--- src/waypoint_walker_step_top_assert.svh ---
// assertion macros for the waypoint walker
`ifndef WAYPOINT_WALKER_STEP_TOP_ASSERT_SVH
`define WAYPOINT_WALKER_STEP_TOP_ASSERT_SVH

`ifndef SYNTHESIS
`define WWS_ASSERT(lbl, prop) \
  lbl: assert property (@(posedge clk) disable iff (!rst_n) prop) \
    else $error("assertion failed");
`define WWS_ASSERT_ALWAYS(lbl, prop) \
  lbl: assert property (@(posedge clk) prop) \
    else $error("assertion failed");
`else
`define WWS_ASSERT(lbl, prop)
`define WWS_ASSERT_ALWAYS(lbl, prop)
`endif

`endif

--- src/wws_pkg.sv ---
`timescale 1ns / 1ps
package wws_pkg;

  localparam int ROUTE_DEPTH_DEF = 64;
  localparam int COORD_BITS_DEF  = 16;
  localparam int FRAC_BITS_DEF   = 8;

  localparam int SPEED_W = 10;
  localparam int LEN_W   = 7;
  localparam int HOME_W  = 16;
  localparam int ENTRY_W = 16;
  localparam int IDX_W   = 6;
  localparam int POS_W   = 24;
  localparam int PAUSE_W = 16;
  localparam int ADDR_W  = 4;
  localparam int DATA_W  = 32;

  localparam logic [1:0] MODE_TICK    = 2'd0;
  localparam logic [1:0] MODE_LOAD    = 2'd1;
  localparam logic [1:0] MODE_RESTART = 2'd2;

  localparam logic [1:0] REG_WALK_SPEED   = 2'd0;
  localparam logic [1:0] REG_ROUTE_LENGTH = 2'd1;
  localparam logic [1:0] REG_HOME_X       = 2'd2;
  localparam logic [1:0] REG_HOME_Y       = 2'd3;

endpackage

--- src/waypoint_walker_step_top.sv ---
`timescale 1ns / 1ps
`include "waypoint_walker_step_top_assert.svh"
// waypoint walker: one item per start pulse, one result per item
// input: start/busy command port; an item is taken when start is high and
//   busy is low. mode selects tick, route entry load or restart.
// result: out_valid marks the result for one cycle; the receiver cannot stall,
//   so the block never waits on the result side.
// config: apb-style port, registers walk_speed, route_length, home_x, home_y at
//   byte addresses 0, 4, 8, 12; write only while the block is idle.
// order: load, restart, finished-route and pause ticks give the result in the
//   cycle after the item. a tick reads the waypoint, forms the differences,
//   squares them and the speed (S_RD, S_DIFF, S_MX, S_MY, S_MS) and compares
//   (S_CMP); a tick that moves then takes the square root and, per axis, runs
//   S_DMUL, S_DIV and S_APPLY, on the shared multiplier and the one-bit-per-cycle
//   square root and restoring divide, which one tick walks through in turn.
// busy stays high while an item is in work; a new item can start in the cycle
//   its predecessor's result is shown.
// reset clears location, step and pause, sets walk_speed and route_length to 1
//   and clears home_x and home_y; the route table holds nothing until written.
module waypoint_walker_step_top #(
  parameter int ROUTE_DEPTH = wws_pkg::ROUTE_DEPTH_DEF,
  parameter int COORD_BITS  = wws_pkg::COORD_BITS_DEF,
  parameter int FRAC_BITS   = wws_pkg::FRAC_BITS_DEF
) (
  input  logic                              clk,
  input  logic                              rst_n,
  input  logic                              start,
  output logic                              busy,
  input  logic [1:0]                        in_mode,
  input  logic [wws_pkg::IDX_W-1:0]         in_entry_index,
  input  logic [wws_pkg::ENTRY_W-1:0]       in_entry_x,
  input  logic [wws_pkg::ENTRY_W-1:0]       in_entry_y,
  input  logic [wws_pkg::PAUSE_W-1:0]       in_pause_seconds,
  output logic                              out_valid,
  output logic [wws_pkg::POS_W-1:0]         out_pos_x,
  output logic [wws_pkg::POS_W-1:0]         out_pos_y,
  output logic [wws_pkg::LEN_W-1:0]         out_current_step,
  output logic [wws_pkg::PAUSE_W-1:0]       out_pause_left,
  output logic                              out_route_done,
  input  logic                              psel,
  input  logic                              penable,
  input  logic                              pwrite,
  input  logic [wws_pkg::ADDR_W-1:0]        paddr,
  input  logic [wws_pkg::DATA_W-1:0]        pwdata,
  output logic [wws_pkg::DATA_W-1:0]        prdata,
  output logic                              pready
);

  localparam int AW  = $clog2(ROUTE_DEPTH);
  localparam int LW  = COORD_BITS + FRAC_BITS;
  localparam int SQW = wws_pkg::SPEED_W + FRAC_BITS;
  localparam int MW  = (LW > SQW) ? LW : SQW;
  localparam int PW  = 2 * MW;
  localparam int D2W = PW + 1;
  localparam int RW  = (D2W + 1) / 2;
  localparam int CW  = $clog2(PW + 1);

  typedef enum logic [10:0] {
    S_IDLE  = 11'b00000000001,
    S_RD    = 11'b00000000010,
    S_DIFF  = 11'b00000000100,
    S_MX    = 11'b00000001000,
    S_MY    = 11'b00000010000,
    S_MS    = 11'b00000100000,
    S_CMP   = 11'b00001000000,
    S_ROOT  = 11'b00010000000,
    S_DMUL  = 11'b00100000000,
    S_DIV   = 11'b01000000000,
    S_APPLY = 11'b10000000000
  } state_t;

  state_t state_r, state_nxt;

  // configuration registers
  logic [wws_pkg::SPEED_W-1:0] speed_r;
  logic [wws_pkg::LEN_W-1:0]   len_r;
  logic [wws_pkg::HOME_W-1:0]  home_x_r, home_y_r;

  logic cfg_wr;
  assign cfg_wr = psel && penable && pwrite && pready;
  assign pready = 1'b1;

  always_ff @(posedge clk) begin
    if (!rst_n) begin
      speed_r  <= wws_pkg::SPEED_W'(1);
      len_r    <= wws_pkg::LEN_W'(1);
      home_x_r <= '0;
      home_y_r <= '0;
    end else if (cfg_wr) begin
      unique case (paddr[3:2])
        wws_pkg::REG_WALK_SPEED:   speed_r  <= pwdata[wws_pkg::SPEED_W-1:0];
        wws_pkg::REG_ROUTE_LENGTH: len_r    <= pwdata[wws_pkg::LEN_W-1:0];
        wws_pkg::REG_HOME_X:       home_x_r <= pwdata[wws_pkg::HOME_W-1:0];
        wws_pkg::REG_HOME_Y:       home_y_r <= pwdata[wws_pkg::HOME_W-1:0];
        default: ;
      endcase
    end
  end

  always_comb begin
    unique case (paddr[3:2])
      wws_pkg::REG_WALK_SPEED:   prdata = wws_pkg::DATA_W'(speed_r);
      wws_pkg::REG_ROUTE_LENGTH: prdata = wws_pkg::DATA_W'(len_r);
      wws_pkg::REG_HOME_X:       prdata = wws_pkg::DATA_W'(home_x_r);
      wws_pkg::REG_HOME_Y:       prdata = wws_pkg::DATA_W'(home_y_r);
      default:                   prdata = '0;
    endcase
  end

  // walker state
  logic [LW-1:0]               loc_x_r, loc_y_r;
  logic [wws_pkg::LEN_W-1:0]   step_r;
  logic [wws_pkg::PAUSE_W-1:0] pause_r, pause_in_r;
  logic                        out_valid_r;

  // datapath
  logic [LW-1:0]  adx_r, ady_r;
  logic           xup_r, yup_r;
  logic [PW-1:0]  prod_r;
  logic [D2W-1:0] d2_r, res_r, bit_r;
  logic [RW-1:0]  rem_r;
  logic [CW-1:0]  cnt_r;
  logic           axis_r;

  logic [wws_pkg::LEN_W-1:0] eff_len;
  logic                      done;
  logic                      accept;

  assign eff_len = (32'(len_r) > 32'(ROUTE_DEPTH)) ? wws_pkg::LEN_W'(ROUTE_DEPTH) : len_r;
  assign done    = (step_r >= eff_len);
  assign busy    = (state_r != S_IDLE);
  assign accept  = start && !busy;

  // route table
  logic                    mem_we;
  logic [2*COORD_BITS-1:0] mem_rdata;

  assign mem_we = accept && (in_mode == wws_pkg::MODE_LOAD)
                  && (32'(in_entry_index) < 32'(ROUTE_DEPTH));

  wws_route_mem #(
    .DEPTH (ROUTE_DEPTH),
    .WIDTH (2 * COORD_BITS)
  ) u_mem (
    .clk   (clk),
    .we    (mem_we),
    .waddr (AW'(in_entry_index)),
    .wdata ({COORD_BITS'(in_entry_x), COORD_BITS'(in_entry_y)}),
    .raddr (AW'(step_r)),
    .rdata (mem_rdata)
  );

  // shared multiplier
  logic [MW-1:0] speed_q, mul_a, mul_b;
  logic [PW-1:0] mul_p;

  assign speed_q = MW'(speed_r) << FRAC_BITS;

  always_comb begin
    unique case (state_r)
      S_MX:    begin mul_a = MW'(adx_r); mul_b = MW'(adx_r); end
      S_MY:    begin mul_a = MW'(ady_r); mul_b = MW'(ady_r); end
      S_MS:    begin mul_a = speed_q;    mul_b = speed_q;    end
      default: begin
        mul_a = speed_q;
        mul_b = axis_r ? MW'(ady_r) : MW'(adx_r);
      end
    endcase
  end
  assign mul_p = mul_a * mul_b;

  // target in fixed point and step helpers
  logic [LW-1:0]  tx, ty;
  logic [D2W-1:0] root_sum;
  logic [RW:0]    rem_sh;
  logic [RW-1:0]  mag;
  logic           q_bit;
  logic [LW-1:0]  ad_sel, delta, loc_sel, loc_new;
  logic           up_sel;

  assign tx       = {mem_rdata[2*COORD_BITS-1:COORD_BITS], FRAC_BITS'(0)};
  assign ty       = {mem_rdata[COORD_BITS-1:0], FRAC_BITS'(0)};
  assign root_sum = res_r + bit_r;
  assign mag      = res_r[RW-1:0];
  assign rem_sh   = {rem_r, prod_r[PW-1]};
  assign q_bit    = (rem_sh >= {1'b0, mag});
  assign ad_sel   = axis_r ? ady_r : adx_r;
  assign up_sel   = axis_r ? yup_r : xup_r;
  assign loc_sel  = axis_r ? loc_y_r : loc_x_r;
  assign delta    = (prod_r > PW'(ad_sel)) ? ad_sel : prod_r[LW-1:0];
  assign loc_new  = up_sel ? (loc_sel + delta) : (loc_sel - delta);

  always_comb begin
    state_nxt = state_r;
    unique case (state_r)
      S_IDLE: begin
        if (accept && (in_mode == wws_pkg::MODE_TICK) && !done && (pause_r == '0)) begin
          state_nxt = S_RD;
        end
      end
      S_RD:   state_nxt = S_DIFF;
      S_DIFF: state_nxt = S_MX;
      S_MX:   state_nxt = S_MY;
      S_MY:   state_nxt = S_MS;
      S_MS:   state_nxt = S_CMP;
      S_CMP:  state_nxt = (d2_r < D2W'(prod_r)) ? S_IDLE : S_ROOT;
      S_ROOT: begin
        if (cnt_r == '0) begin
          // after the last step res holds the root once this edge lands
          state_nxt = S_DMUL;
        end
      end
      S_DMUL: state_nxt = (mag == '0) ? S_IDLE : S_DIV;
      S_DIV:  state_nxt = (cnt_r == '0) ? S_APPLY : S_DIV;
      S_APPLY: state_nxt = axis_r ? S_IDLE : S_DMUL;
      default: state_nxt = S_IDLE;
    endcase
  end

  always_ff @(posedge clk) begin
    if (!rst_n) begin
      state_r     <= S_IDLE;
      loc_x_r     <= '0;
      loc_y_r     <= '0;
      step_r      <= '0;
      pause_r     <= '0;
      out_valid_r <= 1'b0;
      axis_r      <= 1'b0;
      cnt_r       <= '0;
    end else begin
      state_r     <= state_nxt;
      out_valid_r <= 1'b0;
      unique case (state_r)
        S_IDLE: begin
          if (accept) begin
            priority if (in_mode == wws_pkg::MODE_TICK) begin
              if (done) begin
                out_valid_r <= 1'b1;
              end else if (pause_r != '0) begin
                pause_r     <= pause_r - 1'b1;
                out_valid_r <= 1'b1;
              end else begin
                pause_in_r <= in_pause_seconds;
              end
            end else if (in_mode == wws_pkg::MODE_RESTART) begin
              step_r      <= '0;
              pause_r     <= '0;
              loc_x_r     <= {COORD_BITS'(home_x_r), FRAC_BITS'(0)};
              loc_y_r     <= {COORD_BITS'(home_y_r), FRAC_BITS'(0)};
              out_valid_r <= 1'b1;
            end else begin
              out_valid_r <= 1'b1;
            end
          end
        end
        S_DIFF: begin
          xup_r <= (tx >= loc_x_r);
          yup_r <= (ty >= loc_y_r);
          adx_r <= (tx >= loc_x_r) ? (tx - loc_x_r) : (loc_x_r - tx);
          ady_r <= (ty >= loc_y_r) ? (ty - loc_y_r) : (loc_y_r - ty);
        end
        S_MX: prod_r <= mul_p;
        S_MY: begin
          d2_r   <= D2W'(prod_r);
          prod_r <= mul_p;
        end
        S_MS: begin
          d2_r   <= d2_r + D2W'(prod_r);
          prod_r <= mul_p;
        end
        S_CMP: begin
          if (d2_r < D2W'(prod_r)) begin
            pause_r     <= pause_in_r;
            step_r      <= step_r + 1'b1;
            out_valid_r <= 1'b1;
          end else begin
            res_r <= '0;
            bit_r <= D2W'(1) << (2 * (RW - 1));
            cnt_r <= CW'(RW - 1);
          end
        end
        S_ROOT: begin
          if (d2_r >= root_sum) begin
            d2_r  <= d2_r - root_sum;
            res_r <= (res_r >> 1) + bit_r;
          end else begin
            res_r <= res_r >> 1;
          end
          bit_r  <= bit_r >> 2;
          cnt_r  <= cnt_r - 1'b1;
          axis_r <= 1'b0;
        end
        S_DMUL: begin
          prod_r <= mul_p;
          rem_r  <= '0;
          cnt_r  <= CW'(PW - 1);
          if (mag == '0) begin
            out_valid_r <= 1'b1;
          end
        end
        S_DIV: begin
          // restoring divide, quotient shifts in from the bottom
          if (q_bit) begin
            rem_r <= RW'(rem_sh - {1'b0, mag});
          end else begin
            rem_r <= rem_sh[RW-1:0];
          end
          prod_r <= {prod_r[PW-2:0], q_bit};
          cnt_r  <= cnt_r - 1'b1;
        end
        S_APPLY: begin
          if (axis_r) begin
            loc_y_r     <= loc_new;
            out_valid_r <= 1'b1;
          end else begin
            loc_x_r <= loc_new;
          end
          axis_r <= 1'b1;
        end
        default: ;
      endcase
    end
  end

  assign out_valid        = out_valid_r;
  assign out_pos_x        = wws_pkg::POS_W'(loc_x_r);
  assign out_pos_y        = wws_pkg::POS_W'(loc_y_r);
  assign out_current_step = step_r;
  assign out_pause_left   = pause_r;
  assign out_route_done   = done;

  `WWS_ASSERT(a_state_onehot, $onehot(state_r))
  `WWS_ASSERT(a_result_when_idle, out_valid_r |-> (state_r == S_IDLE))
  `WWS_ASSERT(a_item_makes_progress, (start && !busy) |=> (busy || out_valid))
  `WWS_ASSERT(a_step_moves_by_one, (step_r != $past(step_r) && step_r != '0) |->
    (step_r == $past(step_r) + 1'b1))

endmodule

--- src/wws_route_mem.sv ---
`timescale 1ns / 1ps
module wws_route_mem #(
  parameter int DEPTH = wws_pkg::ROUTE_DEPTH_DEF,
  parameter int WIDTH = 2 * wws_pkg::COORD_BITS_DEF
) (
  input  logic                     clk,
  input  logic                     we,
  input  logic [$clog2(DEPTH)-1:0] waddr,
  input  logic [WIDTH-1:0]         wdata,
  input  logic [$clog2(DEPTH)-1:0] raddr,
  output logic [WIDTH-1:0]         rdata
);

  logic [WIDTH-1:0] mem [DEPTH];
  logic [WIDTH-1:0] rdata_r;

  always_ff @(posedge clk) begin
    if (we) begin
      mem[waddr] <= wdata;
    end
    rdata_r <= mem[raddr];
  end

  assign rdata = rdata_r;

endmodule

--- config.mk ---
export PLATFORM = sky130hd
export DESIGN_NAME = waypoint_walker_step_top
export DESIGN_NICKNAME = d
export VERILOG_FILES = /design/src/wws_pkg.sv /design/src/waypoint_walker_step_top.sv /design/src/wws_route_mem.sv
export VERILOG_INCLUDE_DIRS = /design/src /design/src/src
export SDC_FILE = /design/constraint.sdc
export NUM_CORES = 2
export LEC_CHECK = 0
export BUFFER_PORTS_ARGS = -buffer_cell sky130_fd_sc_hd__buf_2
export CAP_MARGIN = 20
export CORE_ASPECT_RATIO = 1.2
export CORE_MARGIN = 2
export CORE_UTILIZATION = 50
export CTS_CLUSTER_DIAMETER = 60
export DETAILED_ROUTE_END_ITERATION = 10
export PLACE_DENSITY_LB_ADDON = 0.2
export RECOVER_POWER = 25
export SYNTH_ARGS = -nofsm -noshare
export SYNTH_HDL_FRONTEND = slang
export SYNTH_HIERARCHICAL = 1
export SYNTH_SLANG_ARGS = --single-unit
--- constraint.sdc ---
create_clock -name clk -period 21.8 [get_ports clk]
set_input_delay 2.18 -clock clk [delete_from_list [all_inputs] [get_ports clk]]
set_output_delay 2.18 -clock clk [all_outputs]
set_load 0.005 [all_outputs]
==> key figures <==
Synthesis
  – Distinct cells, synth: approximately 120
  – Post-synth EDFFs: between 2000 and 2500
  – Main synth FF type: edfxtp_1
  – Asr flop ratio synth: 0%
  – Syn. warnings: 6
  – Post-Synthesis Cells: just under 10000
  – Share of the synthesized area in the top cell type: 52.7%
  – Syn_area_per_cell: about 14 µm²
  – Sequential element share of the synthesized area: a little under three fifths
  – Top cells by area, synth: edfxtp_1 53%, mux4_2 7.8%, fa_1 7.4%
  – Post-Syn Area: 132000 µm²
  – Synthesized flop and latch total: around 2500
  – Yosys top cell by area: edfxtp_1

Die
  – Ports: 205
  – Full die area: 267000 µm²
  – Core area: approximately 260000 µm²
  – Die Wd: roughly 470 µm
  – Rows: 206
  – Initial Utilization: approximately half
  – Die Height: between 500 and 600 µm

Cells and area
  – Total Nets Final: between 10000 and 15000
  – Share of layout cells above drive strength 1: 14.0%
  – Post-Layout Cell Count: about 14000
  – Final Util: 55.5%
  – Syn-to-layout area delta: 10.6%
  – Final instance area: ~150000 µm²

Worst setup path
  – Top cell by count, worst path: fa_1
  – CP top delay family: adder cells
  – Setup CP Type: flip-flop to flip-flop
  – Slowest stage delay, CP: ~0.93 ns
  – CP endpoint kind: flip-flop
  – Number of buffer and inverter stages on the critical path: 9
  – CP max stage cell: o211a_1
  – Crit Path Max Fanout: 37
  – Crit start category: flip-flop
  – WP data required: between 20 and 25 ns
  – CP arrival: 11.30 ns

Timing
  – Worst slew pin tran: around 3.2 ns
  – Final Cycle Share: 49.3%
  – Tmin final: between 10 and 15 ns
  – Setup_tns: 0 ns
  – Final Hold Fails: 0
  – Max Slew Vio Count: roughly 1300
  – RSZ-0062 raised after global routing: no
  – Setup violators final: 0
  – Fmax: just over 90 MHz
  – Slew headroom: -116%
  – Clk_skew: a little over 0.09 ns

Global routing
  – GR Util All Layers: approximately 28%
  – Initial antenna violation count: 25
  – Vias in the first global route: around 85000
  – Pin count of the biggest net entering global routing: 97
  – First-pass GRT wire length: 553000 µm
  – Grt ovf: 0

Placement
  – GPL Wtd Cong: 0.980
  – I/O Buffers: about 170
  – Placed Cells incl. Taps: between 10000 and 15000
  – Post-DP Area: around 140000 µm²
  – DP HPWL: ~260000 µm

Pwr
  – Total design power: 10.6 mW
  – Peak supply drop: between 70 and 80 µV
  – Leakage power: around 52 nW
  – Cell Pwr Density: slightly above 70 nW/µm²

Clocking
  – CTS buffer count: about 270
  – Setup bufs post-CTS: 0
  – CTS H-tree depth: 5
  – Longest Clk Path Bufs: 4
  – TritonCTS Sinks: about 2500
  – Worst-path clk slew: about 0.060 ns
  – CTS-repair resized insts: 0
  – Clk_lat worst skew: 0.87 ns
  – TritonCTS clock tree: yes
  – Clk root buf: clkbuf_16
  – Cts hold-fix bufs: 0

Route
  – Per-cell routed wire length: between 20 and 30 µm
  – Via-to-Cell Ratio: 6.08
  – Post-DRT Antenna Nets: 0
  – Wirelength, routed: about 380000 µm
  – Vias post-DR: 82600
  – First-pass DRT Iterations: 6
  – Detailed-route DRC error count: 0
  – DR iter-0 viols: around 7000

Status
  – Failing checks: max-capacitance violations, max-slew violations
  – Outcome: complete, but fails checks

Flow run
  – MaxCap Viol Count: 24

Min path
  – Min-Delay Path Class: flip-flop to flip-flop
==> path summary, 6_finish.rpt <==
check	start	to	slack (ns)	cells after the start
worst min-delay path	home_x_r[8]	home_x_r[8]	0.48	2
worst min register to register	home_x_r[8]	home_x_r[8]	0.48	2
worst max register to register	state_r[8]	prod_r[45]	11.05	34
worst max-delay path	state_r[8]	prod_r[45]	11.05	34
==> cells in the final DEF, fill, tap and decap left out, drive strengths merged, types with 366 or more instances in the layout <==
cell type,netlist,final
inv,852,862
nand2,706,706
edfxtp,2310,2310
mux4,453,453
a21oi,405,405
buf,202,366
ha,514,514
clkbuf,262,393
fa,488,488
nor2,744,744
==> power breakdown <==
part	switching, mW	total, mW	leakage (nW)	internal, mW
Sequential	0.0433	5.28	22.2	5.24
Combinational	0.474	0.777	26.0	0.303
Clock	1.89	4.53	4.26	2.64
Total	2.41	10.6	52.4	8.18
==> routing by layer <==
layer	global-route usage, %	wire, µm	vias to the layer above
met5	0	76	-
met3	4.25	23100	871
met1	32.8	137000	42500
met2	49.5	195000	2939
li1	-	-	36300
met4	14.5	22700	12
==> layout make-up <==
| cell class | count | area, µm² |
|---|---|---|
| Antenna cell | 15 | 37.5 |
| Clock buffer | 347 | 7330 |
| Clock inverter | 134 | 1400 |
| Fill cell | 21000 | 117000 |
| Inverter | 860 | 3230 |
| Multi-Input combinational cell | 5903 | 53800 |
| Sequential cell | 2481 | 72800 |
| Tap cell | 3432 | 4290 |
| Timing Repair Buffer | 412 | 2630 |
==> Yosys cell counts (33+ instances only) <==
| cell | number |
|---|---|
| a21oi_1 | 399 |
| inv_1 | 849 |
| nand3_1 | 131 |
| nor4_1 | 37 |
| and2_1 | 79 |
| dfxtp_1 | 171 |
| fa_1 | 488 |
| nor2b_1 | 81 |
| o21bai_1 | 57 |
| a21o_1 | 127 |
| nand2b_1 | 51 |
| edfxtp_1 | 2310 |
| buf_6 | 35 |
| mux2i_1 | 263 |
| xor2_1 | 133 |
| ha_1 | 514 |
| a31oi_1 | 88 |
| buf_4 | 50 |
| nor2_1 | 744 |
| clkbuf_1 | 261 |
| buf_2 | 93 |
| o22ai_1 | 47 |
| xnor2_1 | 202 |
| nor3_1 | 71 |
| a211oi_1 | 96 |
| nand4_1 | 33 |
| nand2_1 | 705 |
| a22oi_1 | 182 |
| and3_1 | 33 |
| o211ai_1 | 46 |
| o21ai_0 | 306 |
| mux4_2 | 453 |
==> state kept, by name (all words and copies together), names as in the netlist, 24 cells and up <==
| signal | count |
|---|---|
| prod_r | 48 |
| ady_r | 24 |
| out_pos_y | 24 |
| d2_r | 49 |
| adx_r | 24 |
| bit_r | 25 |
| res_r | 49 |
| out_pos_x | 24 |
| u_mem/rdata | 32 |
| rem_r | 25 |
| u_mem/mem | 2048 |
==> cell families (layout without fill, tap and decap cells) <==
logic type / after synthesis / in the layout / share of synthesized area, %
buffers and inverters: 1324 / 1753 / 4.29
AND/OR/NAND/NOR: 2104 / 2104 / 7.23
AO/OA/AOI/OAI: 1718 / 1718 / 8.74
XOR/XNOR: 335 / 335 / 2.23
adder cells (fa/ha/maj): 1002 / 1002 / 12.3
other: 2 / 32 / 0.00571
flip-flops: 2481 / 2481 / 55.3
multiplexers: 727 / 727 / 9.85
==> per-stage QoR <==
step / worst slack [ns] / hold WS, ns
2_1_floorplan: 12.94 / 0.446
3_3_place_gp: 10.72 / 0.462
3_5_place_dp: 11.22 / 0.469
4_1_cts: 11.15 / 0.477
5_1_grt: 10.63 / 0.493
6_report: 11.05 / 0.477
==> worst min-delay path, stage by stage (launching register included) <==
cell and delay [ns]:
dfxtp_1 0.32, nand2_1 0.06, a21oi_1 0.05
(Power assumes the default switching activity.)
